<file path="config.mk">
export PLATFORM = sky130hd
export DESIGN_NAME = smws_ram
export DESIGN_NICKNAME = d
export VERILOG_FILES = /design/src/hw/rtl/sky_map_weighted_sampler_macros.svh /design/src/hw/rtl/smws_ram.sv
export SDC_FILE = /design/constraint.sdc
export NUM_CORES = 2
export LEC_CHECK = 0
export BUFFER_PORTS_ARGS = -buffer_cell sky130_fd_sc_hd__buf_2
export CORE_MARGIN = 3
export CORE_UTILIZATION = 55
export CTS_CLUSTER_SIZE = 20
export DETAILED_ROUTE_END_ITERATION = 8
export GPL_ROUTABILITY_DRIVEN = 1
export MAX_ROUTING_LAYER = met4
export PLACE_DENSITY = 0.7
export RECOVER_POWER = 50
export SYNTH_ARGS = -nofsm -noshare
export SYNTH_HDL_FRONTEND = slang
export SYNTH_SLANG_ARGS = --single-unit
</file>
<file path="constraint.sdc">
create_clock -name clk -period 2.84 [get_ports clk]
set_clock_uncertainty 0.2 [all_clocks]
set_input_delay 0 -clock clk [delete_from_list [all_inputs] [get_ports clk]]
set_output_delay 0 -clock clk [all_outputs]
set_load 0.02 [all_outputs]
</file>
<file path="src/hw/rtl/sky_map_weighted_sampler_macros.svh">
// ----------------------------------------------------------------------------
// Sky map sampler assertion macros
// Concurrent assertion helpers shared by the sampler RTL; empty for synthesis.
// ----------------------------------------------------------------------------
`ifndef SKY_MAP_WEIGHTED_SAMPLER_MACROS_SVH
`define SKY_MAP_WEIGHTED_SAMPLER_MACROS_SVH

`ifndef SYNTH

// Same-cycle implication, disabled while reset is high.
`define SMWS_ASSERT_IMPL(label, clk, rst, ante, cons) \
  label: assert property (@(posedge clk) disable iff (rst) (ante) |-> (cons)) \
    else $error("sampler assertion failed");

// Next-cycle implication, disabled while reset is high.
`define SMWS_ASSERT_NEXT(label, clk, rst, ante, cons) \
  label: assert property (@(posedge clk) disable iff (rst) (ante) |=> (cons)) \
    else $error("sampler assertion failed");

`else

`define SMWS_ASSERT_IMPL(label, clk, rst, ante, cons)
`define SMWS_ASSERT_NEXT(label, clk, rst, ante, cons)

`endif

`endif

</file>
<file path="src/hw/rtl/smws_ram.sv">
// ----------------------------------------------------------------------------
// Sky map sampler RAM
// Simple dual-port RAM, one write and one registered read per cycle.
// ----------------------------------------------------------------------------
`default_nettype none

module smws_ram #(
  parameter int WIDTH = 8,
  parameter int DEPTH = 256
) (
  input  logic                     clk,
  input  logic                     we,
  input  logic [$clog2(DEPTH)-1:0] waddr,
  input  logic [WIDTH-1:0]         wdata,
  input  logic                     re,
  input  logic [$clog2(DEPTH)-1:0] raddr,
  output logic [WIDTH-1:0]         rdata
);

  logic [WIDTH-1:0] mem [DEPTH];

  always_ff @(posedge clk) begin
    if (we) begin
      mem[waddr] <= wdata;
    end
    if (re) begin
      rdata <= mem[raddr];
    end
  end

endmodule

`default_nettype wire

</file>
==> flow_summary.html <==
<table>
<tr><th>Metric</th><th>Value</th></tr>
<tr><th colspan="2">Route</th></tr>
<tr><td>WL/cell</td><td>between 30 and 40 µm</td></tr>
<tr><td>First drt pass iteration count</td><td>6</td></tr>
<tr><td>Initial detailed-routing violation count</td><td>about 5,200</td></tr>
<tr><td>Via count</td><td>a little over 40,000</td></tr>
<tr><td>Number of antenna-violating nets in the routed design</td><td>0</td></tr>
<tr><td>Via-to-Cell Ratio</td><td>between 6 and 7</td></tr>
<tr><td>Total DRC errors in the routed layout</td><td>0</td></tr>
<tr><td>Overall routed net length</td><td>between 150,000 and 200,000 µm</td></tr>
<tr><th colspan="2">Global routing</th></tr>
<tr><td>Overall track demand over capacity in global routing</td><td>between 20% and 30%</td></tr>
<tr><td>Overflow after GRT</td><td>0</td></tr>
<tr><td>First-pass GRT wire length</td><td>about 280,000 µm</td></tr>
<tr><td>Initial antenna violation count</td><td>5</td></tr>
<tr><td>Largest net degree at the start of global routing</td><td>100</td></tr>
<tr><td>Number of global-route vias before repair</td><td>41,000</td></tr>
<tr><th colspan="2">STA</th></tr>
<tr><td>Maximum clock rate</td><td>roughly 360 MHz</td></tr>
<tr><td># setup viols final</td><td>0</td></tr>
<tr><td>Worst slew margin relative to its limit</td><td>-38.2%</td></tr>
<tr><td>Final-report hold violation count</td><td>0</td></tr>
<tr><td>Worst-Margin Slew</td><td>2070 ps</td></tr>
<tr><td>Final clock period utilization by the worst path</td><td>~98%</td></tr>
<tr><td>Max-slew violations</td><td>488</td></tr>
<tr><td>Clock period minus worst slack</td><td>about 2800 ps</td></tr>
<tr><td>Setup repair after global routing missed its margin</td><td>no</td></tr>
<tr><th colspan="2">Worst setup path</th></tr>
<tr><td>CP required</td><td>around 3200 ps</td></tr>
<tr><td>CP endpoint kind</td><td>flop</td></tr>
<tr><td>Worst-case register-to-register setup slack</td><td>about 80 ps</td></tr>
<tr><td>Worst-path fanout max</td><td>13</td></tr>
<tr><td>Kind of launch point of the worst setup path</td><td>primary input</td></tr>
<tr><td>Critical Setup Path Class</td><td>primary input to flop</td></tr>
<tr><td>Data arrival time at the worst-slack endpoint</td><td>3130 ps</td></tr>
<tr><th colspan="2">Pwr</th></tr>
<tr><td>Net switching power figure</td><td>between 10 and 15 mW</td></tr>
<tr><td>Internal power consumption</td><td>49.2 mW</td></tr>
<tr><td>Relative contribution of combinational cells to total power</td><td>about 5.4%</td></tr>
<tr><td>Part of the total power dissipated in sequential elements</td><td>a little over half</td></tr>
<tr><td>Maximum vdd ir drop</td><td>about 0.0006 V</td></tr>
<tr><td>Power per cell area</td><td>between 600 and 700 nW/µm²</td></tr>
<tr><td>Switching share of total power</td><td>approximately a fifth</td></tr>
<tr><td>Clock power share</td><td>40.8%</td></tr>
<tr><td>Lkg Pwr</td><td>29.7 nW</td></tr>
<tr><th colspan="2">Yosys</th></tr>
<tr><td>Main combinational cell family by area after synthesis</td><td>multiplexers</td></tr>
<tr><td>Main flop type after synthesis</td><td>sky130_fd_sc_hd__edfxtp_1</td></tr>
<tr><td>Post-synthesis async set-or-reset flop share</td><td>0%</td></tr>
<tr><td>Synth unique cells</td><td>54</td></tr>
<tr><td>Complex-gate fraction of the synthesized area</td><td>between 3 and 4%</td></tr>
<tr><td>Synthesized area per cell</td><td>between 20 and 25 µm²</td></tr>
<tr><td>Synth Area in Simple Gates</td><td>between 2 and 3%</td></tr>
<tr><td>Synth area leader</td><td>sky130_fd_sc_hd__edfxtp_1</td></tr>
<tr><td>Number of register bits inferred by synthesis</td><td>2,056</td></tr>
<tr><td>Largest cells by area after synthesis</td><td>sky130_fd_sc_hd__edfxtp_1 78%, sky130_fd_sc_hd__mux4_2 13%, sky130_fd_sc_hd__mux2i_1 1.7%</td></tr>
<tr><td>Leading post-synthesis cells by instance count</td><td>2,056 x sky130_fd_sc_hd__edfxtp_1, 454 x sky130_fd_sc_hd__mux4_2, 282 x sky130_fd_sc_hd__nor2_1</td></tr>
<tr><td>Cell with the most instances after synthesis</td><td>sky130_fd_sc_hd__edfxtp_1</td></tr>
<tr><td>Post-synth EDFFs</td><td>between 2,000 and 2,500</td></tr>
<tr><td>Number of warnings reported in the yosys synthesis log</td><td>0</td></tr>
<tr><td>Adder-cell area share of the yosys netlist</td><td>0%</td></tr>
<tr><td>Sequential cell area fraction in the yosys report</td><td>between 70% and 80%</td></tr>
<tr><td>Post-synthesis instance area</td><td>~80,000 µm²</td></tr>
<tr><td>Net count after synthesis</td><td>around 3,800</td></tr>
<tr><td>Mux contribution to synthesized area</td><td>about 15%</td></tr>
<tr><td>Gate count after technology mapping</td><td>~3,700</td></tr>
<tr><td>Xor-xnor portion of the synthesized cell area</td><td>0%</td></tr>
<tr><td>Area share of the leading cell type in the synthesized netlist</td><td>between 70% and 80%</td></tr>
<tr><th colspan="2">Layout</th></tr>
<tr><td>Fillers</td><td>between 9,000 and 10,000</td></tr>
<tr><td>Filler-free cell count of the finished design</td><td>6,393</td></tr>
<tr><td>Fraction of layout cells with a size suffix above 1</td><td>29.6%</td></tr>
<tr><td>Area delta synth-&gt;final</td><td>15.9%</td></tr>
<tr><td>Layout net count</td><td>about 4,400</td></tr>
<tr><td>Design area</td><td>92,300 µm²</td></tr>
<tr><th colspan="2">Placed design</th></tr>
<tr><td>HPWL Detailed</td><td>between 100,000 and 150,000 µm</td></tr>
<tr><td>Weighted congestion reported at the end of routability-driven placement</td><td>roughly 0.88</td></tr>
<tr><td>Post-DP Area</td><td>around 86,000 µm²</td></tr>
<tr><td>Cell count after placement</td><td>between 5,000 and 6,000</td></tr>
<tr><td>Number of buffers inserted by port buffering</td><td>34</td></tr>
<tr><th colspan="2">Status</th></tr>
<tr><td>Run status</td><td>finished, violations left</td></tr>
<tr><td>Failing checks</td><td>capacitance limit, slew limit</td></tr>
<tr><th colspan="2">Floorplan</th></tr>
<tr><td>Standard-cell rows</td><td>138</td></tr>
<tr><td>Overall die area</td><td>approximately 150,000 µm²</td></tr>
<tr><td>Effective utilization at floorplan</td><td>55.8%</td></tr>
<tr><td>Floorplan die width</td><td>around 390 µm</td></tr>
<tr><td>Area of the core region</td><td>143,000 µm²</td></tr>
<tr><td>Top-level port count</td><td>35</td></tr>
<tr><td>Vert. Die Dim</td><td>about 390 µm</td></tr>
<tr><th colspan="2">Clock network</th></tr>
<tr><td>Worst-skew pair later-pin latency</td><td>between 800 and 900 ps</td></tr>
<tr><td>Max clock buf depth</td><td>3</td></tr>
<tr><td>H-tree depth</td><td>4</td></tr>
<tr><td>Root buffer cell</td><td>sky130_fd_sc_hd__clkbuf_16</td></tr>
<tr><td>CTS tree</td><td>built</td></tr>
<tr><td>Sink Count</td><td>approximately 2,000</td></tr>
<tr><td>Total clock buffers created by CTS</td><td>196</td></tr>
<tr><td>Clock slew at the register clock pins of the worst setup and hold paths</td><td>approximately 60 ps</td></tr>
<tr><th colspan="2">Run</th></tr>
<tr><td>Total of max-cap violations</td><td>6</td></tr>
<tr><th colspan="2">Hold path</th></tr>
<tr><td>Worst min-delay path category</td><td>primary input to flop</td></tr>
</table>
## power by group through the flow
stage	Sequential, mW	Clock (mW)	Combinational [mW]
floorplan	34.1	0	1.63
CTS	33.5	25.7	3.38
global route	33.5	26.9	3.51
detailed placement	34.1	0	3.32
global placement	34.1	0	3.27
finish	33.5	25.4	3.33
## cells in the final DEF (no fill, tap or decap), drive strengths merged, types with 6 or more instances in the layout
cell | netlist | layout
a22oi | 133 | 133
a221oi | 14 | 14
and2 | 6 | 6
nand3 | 34 | 34
a22o | 8 | 8
nand2 | 33 | 33
nor4 | 27 | 27
bufinv | 0 | 16
o211ai | 10 | 10
nand2b | 8 | 8
nor3 | 22 | 22
nor2 | 282 | 282
clkinv | 1 | 86
edfxtp | 2056 | 2056
dlygate4sd3 | 0 | 30
mux2i | 134 | 134
a21oi | 96 | 96
nand4 | 10 | 10
o221ai | 47 | 47
clkbuf | 111 | 300
o22ai | 28 | 28
a211oi | 16 | 16
mux4 | 456 | 456
nor2b | 31 | 31
o21ai | 12 | 12
diode | 0 | 6
buf | 122 | 553
inv | 1 | 9
## flip-flops by register name (all words and copies together), names as in the netlist
name / count
mem: 2048
rdata: 8
## cell type report
cell class                      instances  area [µm²]  area share [%]
Sequential cell                      2056       61700            66.9
Multi-Input combinational cell       1442       16600            17.9
Timing Repair Buffer                  634        5420            5.87
Clock buffer                          249        5230            5.67
Tap cell                             1890        2360            2.56
Clock inverter                        114         997            1.08
Antenna cell                            6        15.0          0.0163
Inverter                                2        7.51         0.00813
## metal layers
| layer | routed length (µm) | vias up | track usage (%) |
|---|---|---|---|
| met5 | 0 | - | - |
| met1 | 74700 | 21400 | 37.3 |
| met2 | 94100 | 2149 | 41.3 |
| met3 | 18700 | 376 | 5.27 |
| met4 | 6430 | 0 | 8.61 |
| li1 | - | 16900 | - |
## cell families after synthesis
kind of cell	count (synthesis)
compound gates	385
simple gates	466
buf+inv	235
flops	2056
mux	591
## per-stage QoR
step	setup TNS [ps]	hold WS, ps	setup slack, ps	power [mW]	utilization (%)
2_1_floorplan	0	-101	564	35.8	-
3_5_place_dp	-3610	228	-785	37.5	60.3
3_3_place_gp	-4290	238	-966	37.4	60.3
4_1_cts	0	13.5	4.15	62.5	64.9
5_1_grt	0	126	13.7	64.0	64.7
6_report	0	113	47.0	62.2	64.7
## final timing paths
check / start / endpoint / cells after the start
worst max register to register: mem[84][4] / rdata[4] / 6
worst min register to register: mem[41][3] / rdata[3] / 7
worst min-delay path: raddr[6] / rdata[3] / 6
worst max-delay path: waddr[1] / mem[102][6] / 8
## critical path: stages
cell,delay [ps]
sky130_fd_sc_hd__dlygate4sd3_1,660
sky130_fd_sc_hd__clkbuf_1,410
sky130_fd_sc_hd__nor2b_1,180
sky130_fd_sc_hd__clkbuf_1,330
sky130_fd_sc_hd__nand3_1,120
sky130_fd_sc_hd__clkbuf_2,640
sky130_fd_sc_hd__nor2_1,540
sky130_fd_sc_hd__buf_4,230
## what timing repair did
action | CTS | global route
pin swaps | 0 | 3
hold buffers | 30 | 0
setup endpoints to repair | 5 | 4
hold endpoints to repair | 3505 | 0
gates resized for setup | 7 | 3
cloned | 0 | 0
buffers inserted | 0 | 0
No activity file was read; power rests on OpenSTA's default activity.
