--- src/hw/rtl/sky_map_weighted_sampler_macros.svh ---
// ----------------------------------------------------------------------------
// Sky map sampler assertion macros
// Concurrent assertion helpers shared by the sampler RTL; empty for synthesis.
// ----------------------------------------------------------------------------
`ifndef SKY_MAP_WEIGHTED_SAMPLER_MACROS_SVH
`define SKY_MAP_WEIGHTED_SAMPLER_MACROS_SVH

`ifndef SYNTH

// Same-cycle implication, disabled while reset is high.
`define SMWS_ASSERT_IMPL(label, clk, rst, ante, cons) \
  label: assert property (@(posedge clk) disable iff (rst) (ante) |-> (cons)) \
    else $error("sampler assertion failed");

// Next-cycle implication, disabled while reset is high.
`define SMWS_ASSERT_NEXT(label, clk, rst, ante, cons) \
  label: assert property (@(posedge clk) disable iff (rst) (ante) |=> (cons)) \
    else $error("sampler assertion failed");

`else

`define SMWS_ASSERT_IMPL(label, clk, rst, ante, cons)
`define SMWS_ASSERT_NEXT(label, clk, rst, ante, cons)

`endif

`endif

--- src/hw/rtl/smws_pkg.sv ---
// ----------------------------------------------------------------------------
// Sky map sampler package
// Payload types, fixed widths and the latitude cosine table.
// ----------------------------------------------------------------------------
`default_nettype none

package smws_pkg;

  localparam int MUL_W    = 24;
  localparam int PROD_W   = 2 * MUL_W;
  localparam int TOTAL_W  = 48;
  localparam int DRAW_W   = 24;
  localparam int COS_W    = 16;
  localparam int INT_W    = 16;
  localparam int THRESH_W = TOTAL_W + 1;

  localparam logic [8:0] LON_OFFSET = 9'd180;
  localparam logic [7:0] LAT_OFFSET = 8'd90;
  localparam logic [9:0] EQUATOR    = 10'd90;
  localparam logic [9:0] POLE_DIST  = 10'd90;

  localparam logic [0:0] ACT_WRITE  = 1'b0;
  localparam logic [0:0] ACT_SAMPLE = 1'b1;

  typedef struct packed {
    logic [0:0]        action;
    logic [8:0]        lon_cell;
    logic [7:0]        lat_cell;
    logic [INT_W-1:0]  cell_intensity;
    logic [7:0]        cell_spectral_index;
    logic [DRAW_W-1:0] uniform_draw;
  } smws_item_t;

  typedef struct packed {
    logic signed [8:0] lon_deg;
    logic signed [7:0] lat_deg;
    logic [7:0]        chosen_index;
    logic [0:0]        map_empty;
  } smws_result_t;

  // round(65536 * cos(d degrees)) for d = 0..90, with the first entry saturated.
  localparam logic [COS_W-1:0] COS_ROM [0:90] = '{
    16'd65535, 16'd65526, 16'd65496, 16'd65446, 16'd65376, 16'd65287, 16'd65177,
    16'd65048, 16'd64898, 16'd64729, 16'd64540, 16'd64332, 16'd64104, 16'd63856,
    16'd63589, 16'd63303, 16'd62997, 16'd62672, 16'd62328, 16'd61966, 16'd61584,
    16'd61183, 16'd60764, 16'd60326, 16'd59870, 16'd59396, 16'd58903, 16'd58393,
    16'd57865, 16'd57319, 16'd56756, 16'd56175, 16'd55578, 16'd54963, 16'd54332,
    16'd53684, 16'd53020, 16'd52339, 16'd51643, 16'd50931, 16'd50203, 16'd49461,
    16'd48703, 16'd47930, 16'd47143, 16'd46341, 16'd45525, 16'd44695, 16'd43852,
    16'd42995, 16'd42126, 16'd41243, 16'd40348, 16'd39441, 16'd38521, 16'd37590,
    16'd36647, 16'd35693, 16'd34729, 16'd33754, 16'd32768, 16'd31772, 16'd30767,
    16'd29753, 16'd28729, 16'd27697, 16'd26656, 16'd25607, 16'd24550, 16'd23486,
    16'd22415, 16'd21336, 16'd20252, 16'd19161, 16'd18064, 16'd16962, 16'd15855,
    16'd14742, 16'd13626, 16'd12505, 16'd11380, 16'd10252, 16'd9121,  16'd7987,
    16'd6850,  16'd5712,  16'd4572,  16'd3430,  16'd2287,  16'd1144,  16'd0
  };

  // Cosine weight of a latitude cell; cells more than 90 degrees from the equator weigh nothing.
  function automatic logic [COS_W-1:0] lat_cos(input logic [9:0] lat);
    logic [9:0]       lat_off;
    logic [COS_W-1:0] w;
    lat_off = (lat >= EQUATOR) ? (lat - EQUATOR) : (EQUATOR - lat);
    if (lat_off > POLE_DIST) begin
      w = '0;
    end else begin
      w = COS_ROM[lat_off[6:0]];
    end
    return w;
  endfunction

endpackage

`default_nettype wire

--- src/hw/rtl/smws_mul.sv ---
// ----------------------------------------------------------------------------
// Sky map sampler multiplier
// Shared 24 x 24 unsigned multiplier with a registered product.
// ----------------------------------------------------------------------------
`default_nettype none

module smws_mul (
  input  logic                        clk,
  input  logic [smws_pkg::MUL_W-1:0]  a,
  input  logic [smws_pkg::MUL_W-1:0]  b,
  output logic [smws_pkg::PROD_W-1:0] prod
);

  import smws_pkg::*;

  always_ff @(posedge clk) begin
    prod <= PROD_W'(a) * PROD_W'(b);
  end

endmodule

`default_nettype wire

--- config.mk ---
export PLATFORM = sky130hd
export DESIGN_NAME = smws_mul
export DESIGN_NICKNAME = d
export VERILOG_FILES = /design/src/hw/rtl/sky_map_weighted_sampler_macros.svh /design/src/hw/rtl/smws_pkg.sv /design/src/hw/rtl/smws_mul.sv
export SDC_FILE = /design/constraint.sdc
export NUM_CORES = 1
export LEC_CHECK = 0
export BUFFER_PORTS_ARGS = -buffer_cell sky130_fd_sc_hd__buf_2
export CORE_MARGIN = 2
export CORE_UTILIZATION = 35
export CTS_CLUSTER_SIZE = 40
export DETAILED_ROUTE_END_ITERATION = 10
export SLEW_MARGIN = 40
export SYNTH_ARGS = -nofsm -noshare
export SYNTH_HDL_FRONTEND = slang
export SYNTH_SLANG_ARGS = --single-unit
--- constraint.sdc ---
create_clock -name clk -period 7.46 [get_ports clk]
set_input_delay 1.119 -clock clk [delete_from_list [all_inputs] [get_ports clk]]
set_output_delay 1.119 -clock clk [all_outputs]
set_load 0.02 [all_outputs]
==> results.json, run 1 <==
{
  "status": "completed",
  "relSlewSlack_pct": 62.3,
  "fin_util_pct": 40.6,
  "finalMaxSlewViolations": 0,
  "cts_sinks": 48,
  "worstSetupPathType": "in2reg",
  "setup_viol_count_final": 0,
  "regMostFlops": "prod",
  "hold_buffers": 0,
  "drtIter0Drc": 713,
  "end_kind": "register",
  "dieHeight_um": 243,
  "rsz0062_at_grt": "true",
  "fillers": 5594,
  "period_minus_slack_ns": 7.27,
  "drt-wirelength-per-cell_um": 16.5,
  "critPathArrivalTime_ns": 7.55,
  "drt-total-wl_um": 52500,
  "largest_reg_flops": 48,
  "postRouteAntennaNets": 0,
  "io_buffers": 96,
  "die_area_um2": 59200,
  "cp.required_ns": 7.74,
  "synth_edf_count": 0,
  "met2_length_um": 25000,
  "numCtsBuffers": 5,
  "final_nets": 3129,
  "grt_max_degree": 23,
  "min_period_over_period_pct": 97.5,
  "min_path_type": "in2reg",
  "top_regs": "prod x48",
  "cts-root-buf": "clkbuf_16",
  "ys_seq_area_share_pct": 4.79,
  "hold_slack_ns": 1.26,
  "via_per_inst": 4.66,
  "ys_warn_count": 0,
  "ys.flop_type": "dfxtp_1",
  "tritoncts": "done",
  "grt_pass1_vias": 16300,
  "grt_antenna_before_repair": 3,
  "areaGrowthSynthToFinish_pct": 14.5,
  "hold_viol": 0,
  "overflow": 0,
  "antenna-diode-count": 0,
  "top_layer": "met5",
  "grt_pass1_wl_um": 88500,
  "synth.distinct_cells": 51,
  "crit_path_start_kind": "input pin",
  "clk_pin_slew_ns": 0.08,
  "drive_gt1_share_pct": 13.2,
  "synth_area_um2": 20100,
  "fin_setup_tns_ns": 0,
  "drc": 0,
  "pre_cts_ws_ns": -0.268,
  "fmax_ghz": 0.138,
  "io_pins": 97,
  "final_common_cell": "inv_1",
  "worst-path-max-fanout": 13,
  "ys_ff_latch": 48,
  "syn-num-nets": 2943,
  "num_vias": 14800,
  "h-tree-depth": 2,
  "core_area_um2": 56500,
  "async_flop_share_pct": 0,
  "clock_tree.buffer_depth": 2,
  "drt_first_pass_iters": 6,
  "setup_slack_ns": 0.188,
  "final_cell_mix": "inv_1, fa_1, nand2_1",
  "wl_met1_um": 23800,
  "syn_avg_cell_area_um2": 8.96,
  "min-delay-start": "b[0]",
  "rows": 87,
  "holdPathStages": 3,
  "max_cap_viol_count": 0,
  "worst_pin_slew_ns": 0.564,
  "hpwl_um": 47000,
  "globalplace.congestion": 0.843,
  "met3_length_um": 2480,
  "syn_inst": 2238,
  "die_w_um": 243,
  "start_util_pct": 35.5,
  "grt.total_usage_pct": 18.8,
  "worstHoldEndpoint": "prod[0]$_DFF_P_"
}
repair_timing:
item	CTS	global route
setup endpoints to repair	0	15
endpoints found under the hold margin	0	0
setup buffers	0	5
gates resized for setup	0	40
worst max path at each step:
stage | slack, ns | cells after the start | to | from
floorplan | 0.33 | 25 | prod[44]$_DFF_P_ | b[3]
global placement | -0.30 | 25 | prod[28]$_DFF_P_ | b[0]
detailed placement | -0.27 | 25 | prod[28]$_DFF_P_ | b[0]
CTS | 0.03 | 25 | prod[28]$_DFF_P_ | b[0]
global route | -0.08 | 26 | prod[28]$_DFF_P_ | b[4]
finish | 0.19 | 25 | prod[28]$_DFF_P_ | b[8]
worst max-delay path, stage by stage:
cell and delay, ns:
buf_2 0.20, buf_4 0.25, and2_1 0.18, fa_1 0.44, fa_1 0.51, inv_1 0.05, fa_1 0.46, fa_1 0.51
inv_1 0.05, fa_2 0.45, fa_1 0.58, inv_1 0.07, fa_1 0.49, inv_1 0.05, ha_2 0.18, buf_4 0.14
buf_4 0.13, a21oi_1 0.14, o21ai_1 0.11, or3_1 0.40, o31ai_2 0.28, buf_4 0.17, o31ai_1 0.07, xnor2_1 0.36
buf_4 0.17
logic make-up after synthesis:
kind of cell	synth area share (%)
AO/OA/AOI/OAI	4.32
AND/OR/NAND/NOR	17.6
adder cells (fa/ha/maj)	59.0
buffers and inverters	12.5
flip-flops	4.79
XOR/XNOR	1.88
cell usage after synthesis (5+ instances only):
cell type  number  area share [%]
inv_1         559              10
fa_1          482              48
nand2_1       307             5.7
and2_1        304             9.5
ha_1          174              11
clkbuf_1       98             1.8
a21oi_1        48             1.2
dfxtp_1        48             4.8
xnor2_1        30             1.3
nor2_1         21            0.39
a21o_1         16            0.60
o21ai_0        15            0.37
nand3_1        14            0.35
nand4_1        13            0.41
xor2_1         13            0.57
nor3_1         10            0.25
o21bai_1        8            0.30
a211oi_1        7            0.26
buf_2           7            0.17
a31oi_1         5            0.16
o21a_1          5            0.19
or3_1           5            0.16
layout make-up:
cell class	instances	area, um^2	area share [%]
timing repair buffer	284	2080	9.08
inverter	559	2100	9.14
tap	756	946	4.12
sequential	48	961	4.19
multi-input combinational	1526	16700	72.6
clock buffer	5	125	0.545
clock inverter	3	68.8	0.300
layer usage:
layer	GRT usage, %	vias up
met5	0	-
met4	4.37	4
met3	2.40	57
met2	31.1	334
met1	26.3	7564
li1	-	6855
per-stage QoR:
stage,cell area (um^2),std cells
finish,23000,3181
global route,23000,3181
CTS,22800,3176
detailed placement,22600,3168
global placement,22600,3168
floorplan,20100,2238
Power of run 1 is left out: the tool's default activity adds up to more than one toggle a clock period on the data nets, which glitch-free logic cannot reach.
==> inputs of run 2 (changes only) <==
--- a/config.mk
+++ b/config.mk
@@ -5,6 +5,7 @@
 export SDC_FILE = /design/constraint.sdc
 export NUM_CORES = 1
 export LEC_CHECK = 0
+export ABC_AREA = 0
 export BUFFER_PORTS_ARGS = -buffer_cell sky130_fd_sc_hd__buf_2
 export CORE_MARGIN = 2
 export CORE_UTILIZATION = 35
==> constraint.sdc (replaced) <==
create_clock -name clk -period 7.2 [get_ports clk]
set_input_delay 1.08 -clock clk [delete_from_list [all_inputs] [get_ports clk]]
set_output_delay 1.08 -clock clk [all_outputs]
set_load 0.02 [all_outputs]
==> run 2 against run 1 <==
  * Global-route usage rose by 0.14 points
  * Non-clock buffer count rose by 24
  * Worst setup slack got worse by 0.044 ns
  * Count of clock-buffer cells in the layout did not move
  * Critical path depth fell by 1
  * Wire length rose by 1.5%
  * Worst hold slack got worse by 0.071 ns
==> results.json, run 2 (synthesis gave the netlist of run 1 again) <==
{
  "clock_tree.buffer_depth": 2,
  "drc": 0,
  "period_minus_slack_ns": 7.06,
  "via_per_inst": 4.66,
  "end_kind": "register",
  "rows": 87,
  "top_regs": "prod x48",
  "slowest_stage": "fa_1",
  "critPathArrivalTime_ns": 7.33,
  "fillers": 5554,
  "pre_cts_ws_ns": -0.475,
  "grt_max_degree": 23,
  "postRouteAntennaNets": 0,
  "start_util_pct": 35.5,
  "final_cell_mix": "inv_1, fa_1, and2_1",
  "cp_common_cell": "fa_1",
  "worstPathCellList": "buf_2, buf_6, and2_1, fa_1, fa_1, inv_1, fa_1, fa_1, inv_1, fa_1, fa_1, fa_1, ha_1, a21oi_1, o21ai_2, nor3_1, buf_4, a2111oi_4, buf_4, o21ai_2, a21oi_1, buf_4, or3_1, nand4_1",
  "areaGrowthSynthToFinish_pct": 17.1,
  "crit_path_start_kind": "input pin",
  "cts-root-buf": "clkbuf_16",
  "overflow": 0,
  "h-tree-depth": 2,
  "grt_pass1_wl_um": 88800,
  "setup_slack_ns": 0.144,
  "final_common_cell": "inv_1",
  "io_buffers": 96,
  "fin_setup_tns_ns": 0,
  "hold_slack_ns": 1.19,
  "status": "completed",
  "num_vias": 14900,
  "globalplace.congestion": 0.856,
  "relSlewSlack_pct": 65.3,
  "seqCellArea_um2": 961,
  "drt-total-wl_um": 53200,
  "drt_first_pass_iters": 5,
  "tritoncts": "done",
  "drive_gt1_share_pct": 15.5,
  "finalMaxSlewViolations": 0,
  "regMostFlops": "prod",
  "grt_antenna_before_repair": 3,
  "placedCellCount": 3183,
  "multi_input_area_um2": 16900,
  "drt-wirelength-per-cell_um": 16.6,
  "min_path_type": "in2reg",
  "worstSetupPathType": "in2reg",
  "dieHeight_um": 243,
  "core_area_um2": 56500,
  "crit_family": "adder cells",
  "cp.required_ns": 7.48,
  "largest_reg_flops": 48,
  "clk_pin_slew_ns": 0.08,
  "cts_sinks": 48,
  "final_cells": 3208,
  "min_period_over_period_pct": 98.0,
  "hpwl_um": 47500,
  "critPathBufInv": 7,
  "grt_pass1_vias": 16600,
  "slowest_delay_ns": 0.59,
  "max_cap_viol_count": 0,
  "fmax_ghz": 0.142,
  "numCtsBuffers": 5,
  "worst_pin_slew_ns": 0.521,
  "path_depth": 24,
  "setup_viol_count_final": 0,
  "drtIter0Drc": 848,
  "rsz0062_at_grt": "true",
  "die_w_um": 243,
  "die_area_um2": 59200,
  "io_pins": 97,
  "holdPathStages": 3,
  "final_nets": 3153,
  "hold_viol": 0,
  "worst-path-max-fanout": 16,
  "grt.total_usage_pct": 19.0
}
## run 2: changes by cell type in the layout (fill, tap and decap cells not counted), sizes merged
cell,change
buf,+23
diode,+3
clkbuf,+1
## run 2: cell type report
class	instances	share of cell area (%)
well taps	756	4.03
clock buffers	5	0.533
multi-input cells	1526	72.1
inverters	559	8.93
flip-flops and latches	48	4.09
repair buffers	308	9.96
clock inverters	3	0.293
diodes	3	0.0320
## run 2: worst paths after layout
check | startpoint | to | slack, ns
worst min-delay path | b[0] | prod[0]$_DFF_P_ | 1.19
worst max-delay path | b[0] | prod[44]$_DFF_P_ | 0.14
## run 2: repair_timing
| item | in CTS | in global routing |
|---|---|---|
| hold buffers | 0 | 0 |
| setup endpoints to repair | 11 | 20 |
| gates resized for setup | 16 | 111 |
| buffers inserted | 2 | 15 |
| pin swaps | 5 | 57 |
## run 2: stage by stage
step | instance area (um^2) | util [%]
final | 23500 | 41.6
after global routing | 23500 | 41.6
after CTS | 22900 | 40.6
after detailed placement | 22700 | 40.1
after global placement | 22700 | 40.1
after floorplan | 20100 | -
## run 2: per-layer routing
metal	part of all wire, %	vias up	routed length, um	track usage (%)
met4	2.6	2	1360	5.29
met2	48	348	25400	31.4
met3	5.3	57	2800	2.74
li1	-	6906	-	-
met1	44	7622	23600	25.9
met5	0.024	-	13	0
Power of run 2 is left out for the same reason.
==> inputs of run 3 (changes only) <==
--- a/config.mk
+++ b/config.mk
@@ -11,6 +11,8 @@
 export CORE_UTILIZATION = 35
 export CTS_CLUSTER_SIZE = 40
 export DETAILED_ROUTE_END_ITERATION = 10
+export GPL_ROUTABILITY_DRIVEN = 0
+export RECOVER_POWER = 25
 export SLEW_MARGIN = 40
 export SYNTH_ARGS = -nofsm -noshare
 export SYNTH_HDL_FRONTEND = slang
==> constraint.sdc (replaced) <==
create_clock -name clk -period 7.6 [get_ports clk]
set_input_delay 1.14 -clock clk [delete_from_list [all_inputs] [get_ports clk]]
set_output_delay 1.14 -clock clk [all_outputs]
set_load 0.02 [all_outputs]
==> run 3 against run 2 <==
  * Count of clock-buffer cells in the layout unchanged
  * Worst setup slack improved by 0.13 ns
  * Final cell count is 1.3% lower
  * Utilization decreased by 1.6 points
  * Global-route usage decreased by 0.10 points
  * Sequential share of layout area increased by 0.16 points
  * First-iteration DRC count fell by 22%
  * Sequential cell count unchanged
  * Critical endpoint unchanged
==> results.json, run 3 (synthesis gave the netlist of run 1 again) <==
{
  "largest_reg_flops": 48,
  "end_kind": "register",
  "hold_viol": 0,
  "core_area_um2": 56500,
  "io_pins": 97,
  "tritoncts": "done",
  "final_area_um2": 22600,
  "grt_antenna_before_repair": 2,
  "numCtsBuffers": 5,
  "cp.required_ns": 7.88,
  "grt_max_degree": 24,
  "multi_input_area_um2": 16600,
  "drc": 0,
  "worstSetupStartpoint": "a[16]",
  "worst-path-max-fanout": 9,
  "met2_length_um": 24100,
  "fillers": 5641,
  "wl_met1_um": 23700,
  "min_period_over_period_pct": 96.3,
  "num_vias": 14800,
  "endpoint": "prod[44]$_DFF_P_",
  "die_area_um2": 59200,
  "clock_tree.buffer_depth": 2,
  "cts_setup_buffers": 0,
  "path_depth": 24,
  "io_buffers": 96,
  "drive_gt1_share_pct": 11.2,
  "hold_buffers": 0,
  "status": "completed",
  "min_path_type": "in2reg",
  "pre_cts_ws_ns": -0.0837,
  "finalMaxSlewViolations": 0,
  "grt.total_usage_pct": 18.9,
  "slowest_delay_ns": 0.68,
  "overflow": 0,
  "top_layer": "met4",
  "crit_path_start_kind": "input pin",
  "top_regs": "prod x48",
  "fmax_ghz": 0.137,
  "hpwl_um": 46700,
  "cp_common_cell": "fa_1",
  "grt_pass1_vias": 16200,
  "critPathBufInv": 7,
  "cts_sinks": 48,
  "postRouteAntennaNets": 0,
  "drt-wirelength-per-cell_um": 16.5,
  "via_per_inst": 4.66,
  "regMostFlops": "prod",
  "fin_setup_tns_ns": 0,
  "areaGrowthSynthToFinish_pct": 12.7,
  "start_util_pct": 35.5,
  "placed_cell_area_um2": 22400,
  "worst_pin_slew_ns": 0.503,
  "drt_first_pass_iters": 5,
  "seqCellArea_um2": 961,
  "worstSetupPathType": "in2reg",
  "crit_family": "adder cells",
  "slowest_stage": "fa_1",
  "rows": 87,
  "setup_slack_ns": 0.279,
  "h-tree-depth": 2,
  "period_minus_slack_ns": 7.32,
  "max_cap_viol_count": 0,
  "cts-root-buf": "clkbuf_16",
  "final_cell_mix": "inv_1, fa_1, nand2_1",
  "die_w_um": 243,
  "grt_pass1_wl_um": 88000,
  "dieHeight_um": 243,
  "setup_viol_count_final": 0,
  "clk_pin_slew_ns": 0.09,
  "drtIter0Drc": 660,
  "final_common_cell": "inv_1",
  "relSlewSlack_pct": 66.5,
  "drt-total-wl_um": 52300,
  "worstPathCellList": "buf_2, buf_4, buf_4, nand2_1, fa_1, fa_1, inv_1, fa_1, fa_1, fa_1, fa_1, inv_1, fa_1, inv_1, ha_1, a21o_1, a31oi_1, a2bb2oi_1, buf_4, o22ai_1, o21ai_1, a21oi_2, or3_1, nand4_1",
  "fin_util_pct": 40.0,
  "final_nets": 3111,
  "critPathArrivalTime_ns": 7.61,
  "met3_length_um": 2670
}
==> run 3: cell count changes in the layout (fill, tap and decap cells not counted), sizes merged <==
cell and change:
buf -59, clkbuf +17
==> run 3: tightest hold or removal path, stage by stage <==
cell,delay [ns]
buf_2,0.14
buf_4,0.15
and2_1,0.12
==> run 3: cell type report <==
cell class	count	area share, %
Clock buffer	5	0.553
Multi-Input combinational cell	1526	73.6
Antenna cell	3	0.0332
Sequential cell	48	4.25
Inverter	559	9.28
Tap cell	756	4.18
Timing Repair Buffer	266	7.78
Clock inverter	3	0.304
==> run 3: worst min-delay path by stage <==
stage                      endpoint  cells after the start       startpoint  slack [ns]
floorplan           prod[0]$_DFF_P_                      1             b[0]        1.27
global placement            prod[4]                      1  prod[4]$_DFF_P_        1.56
detailed placement          prod[4]                      1  prod[4]$_DFF_P_        1.56
CTS                 prod[0]$_DFF_P_                      3             b[0]        1.23
global route        prod[0]$_DFF_P_                      3             b[0]        1.25
finish              prod[0]$_DFF_P_                      3             b[0]        1.24
==> run 3: repair_timing <==
item,CTS,global route
hold endpoints to repair,0,0
gates resized for setup,0,10
endpoints found under the setup margin,0,9
==> run 3: per-stage QoR <==
stage,cells,hold WS (ns)
floorplan,2238,1.27
global placement,3155,1.56
detailed placement,3155,1.56
CTS,3163,1.23
global route,3165,1.25
finish,3166,1.24
==> run 3: per-layer routing <==
layer	vias to the layer above	global-route usage [%]
met5	-	0
met4	0	6.98
met3	76	2.83
met2	372	29.5
met1	7473	26.5
li1	6830	-
Power of run 3 is left out for the same reason.
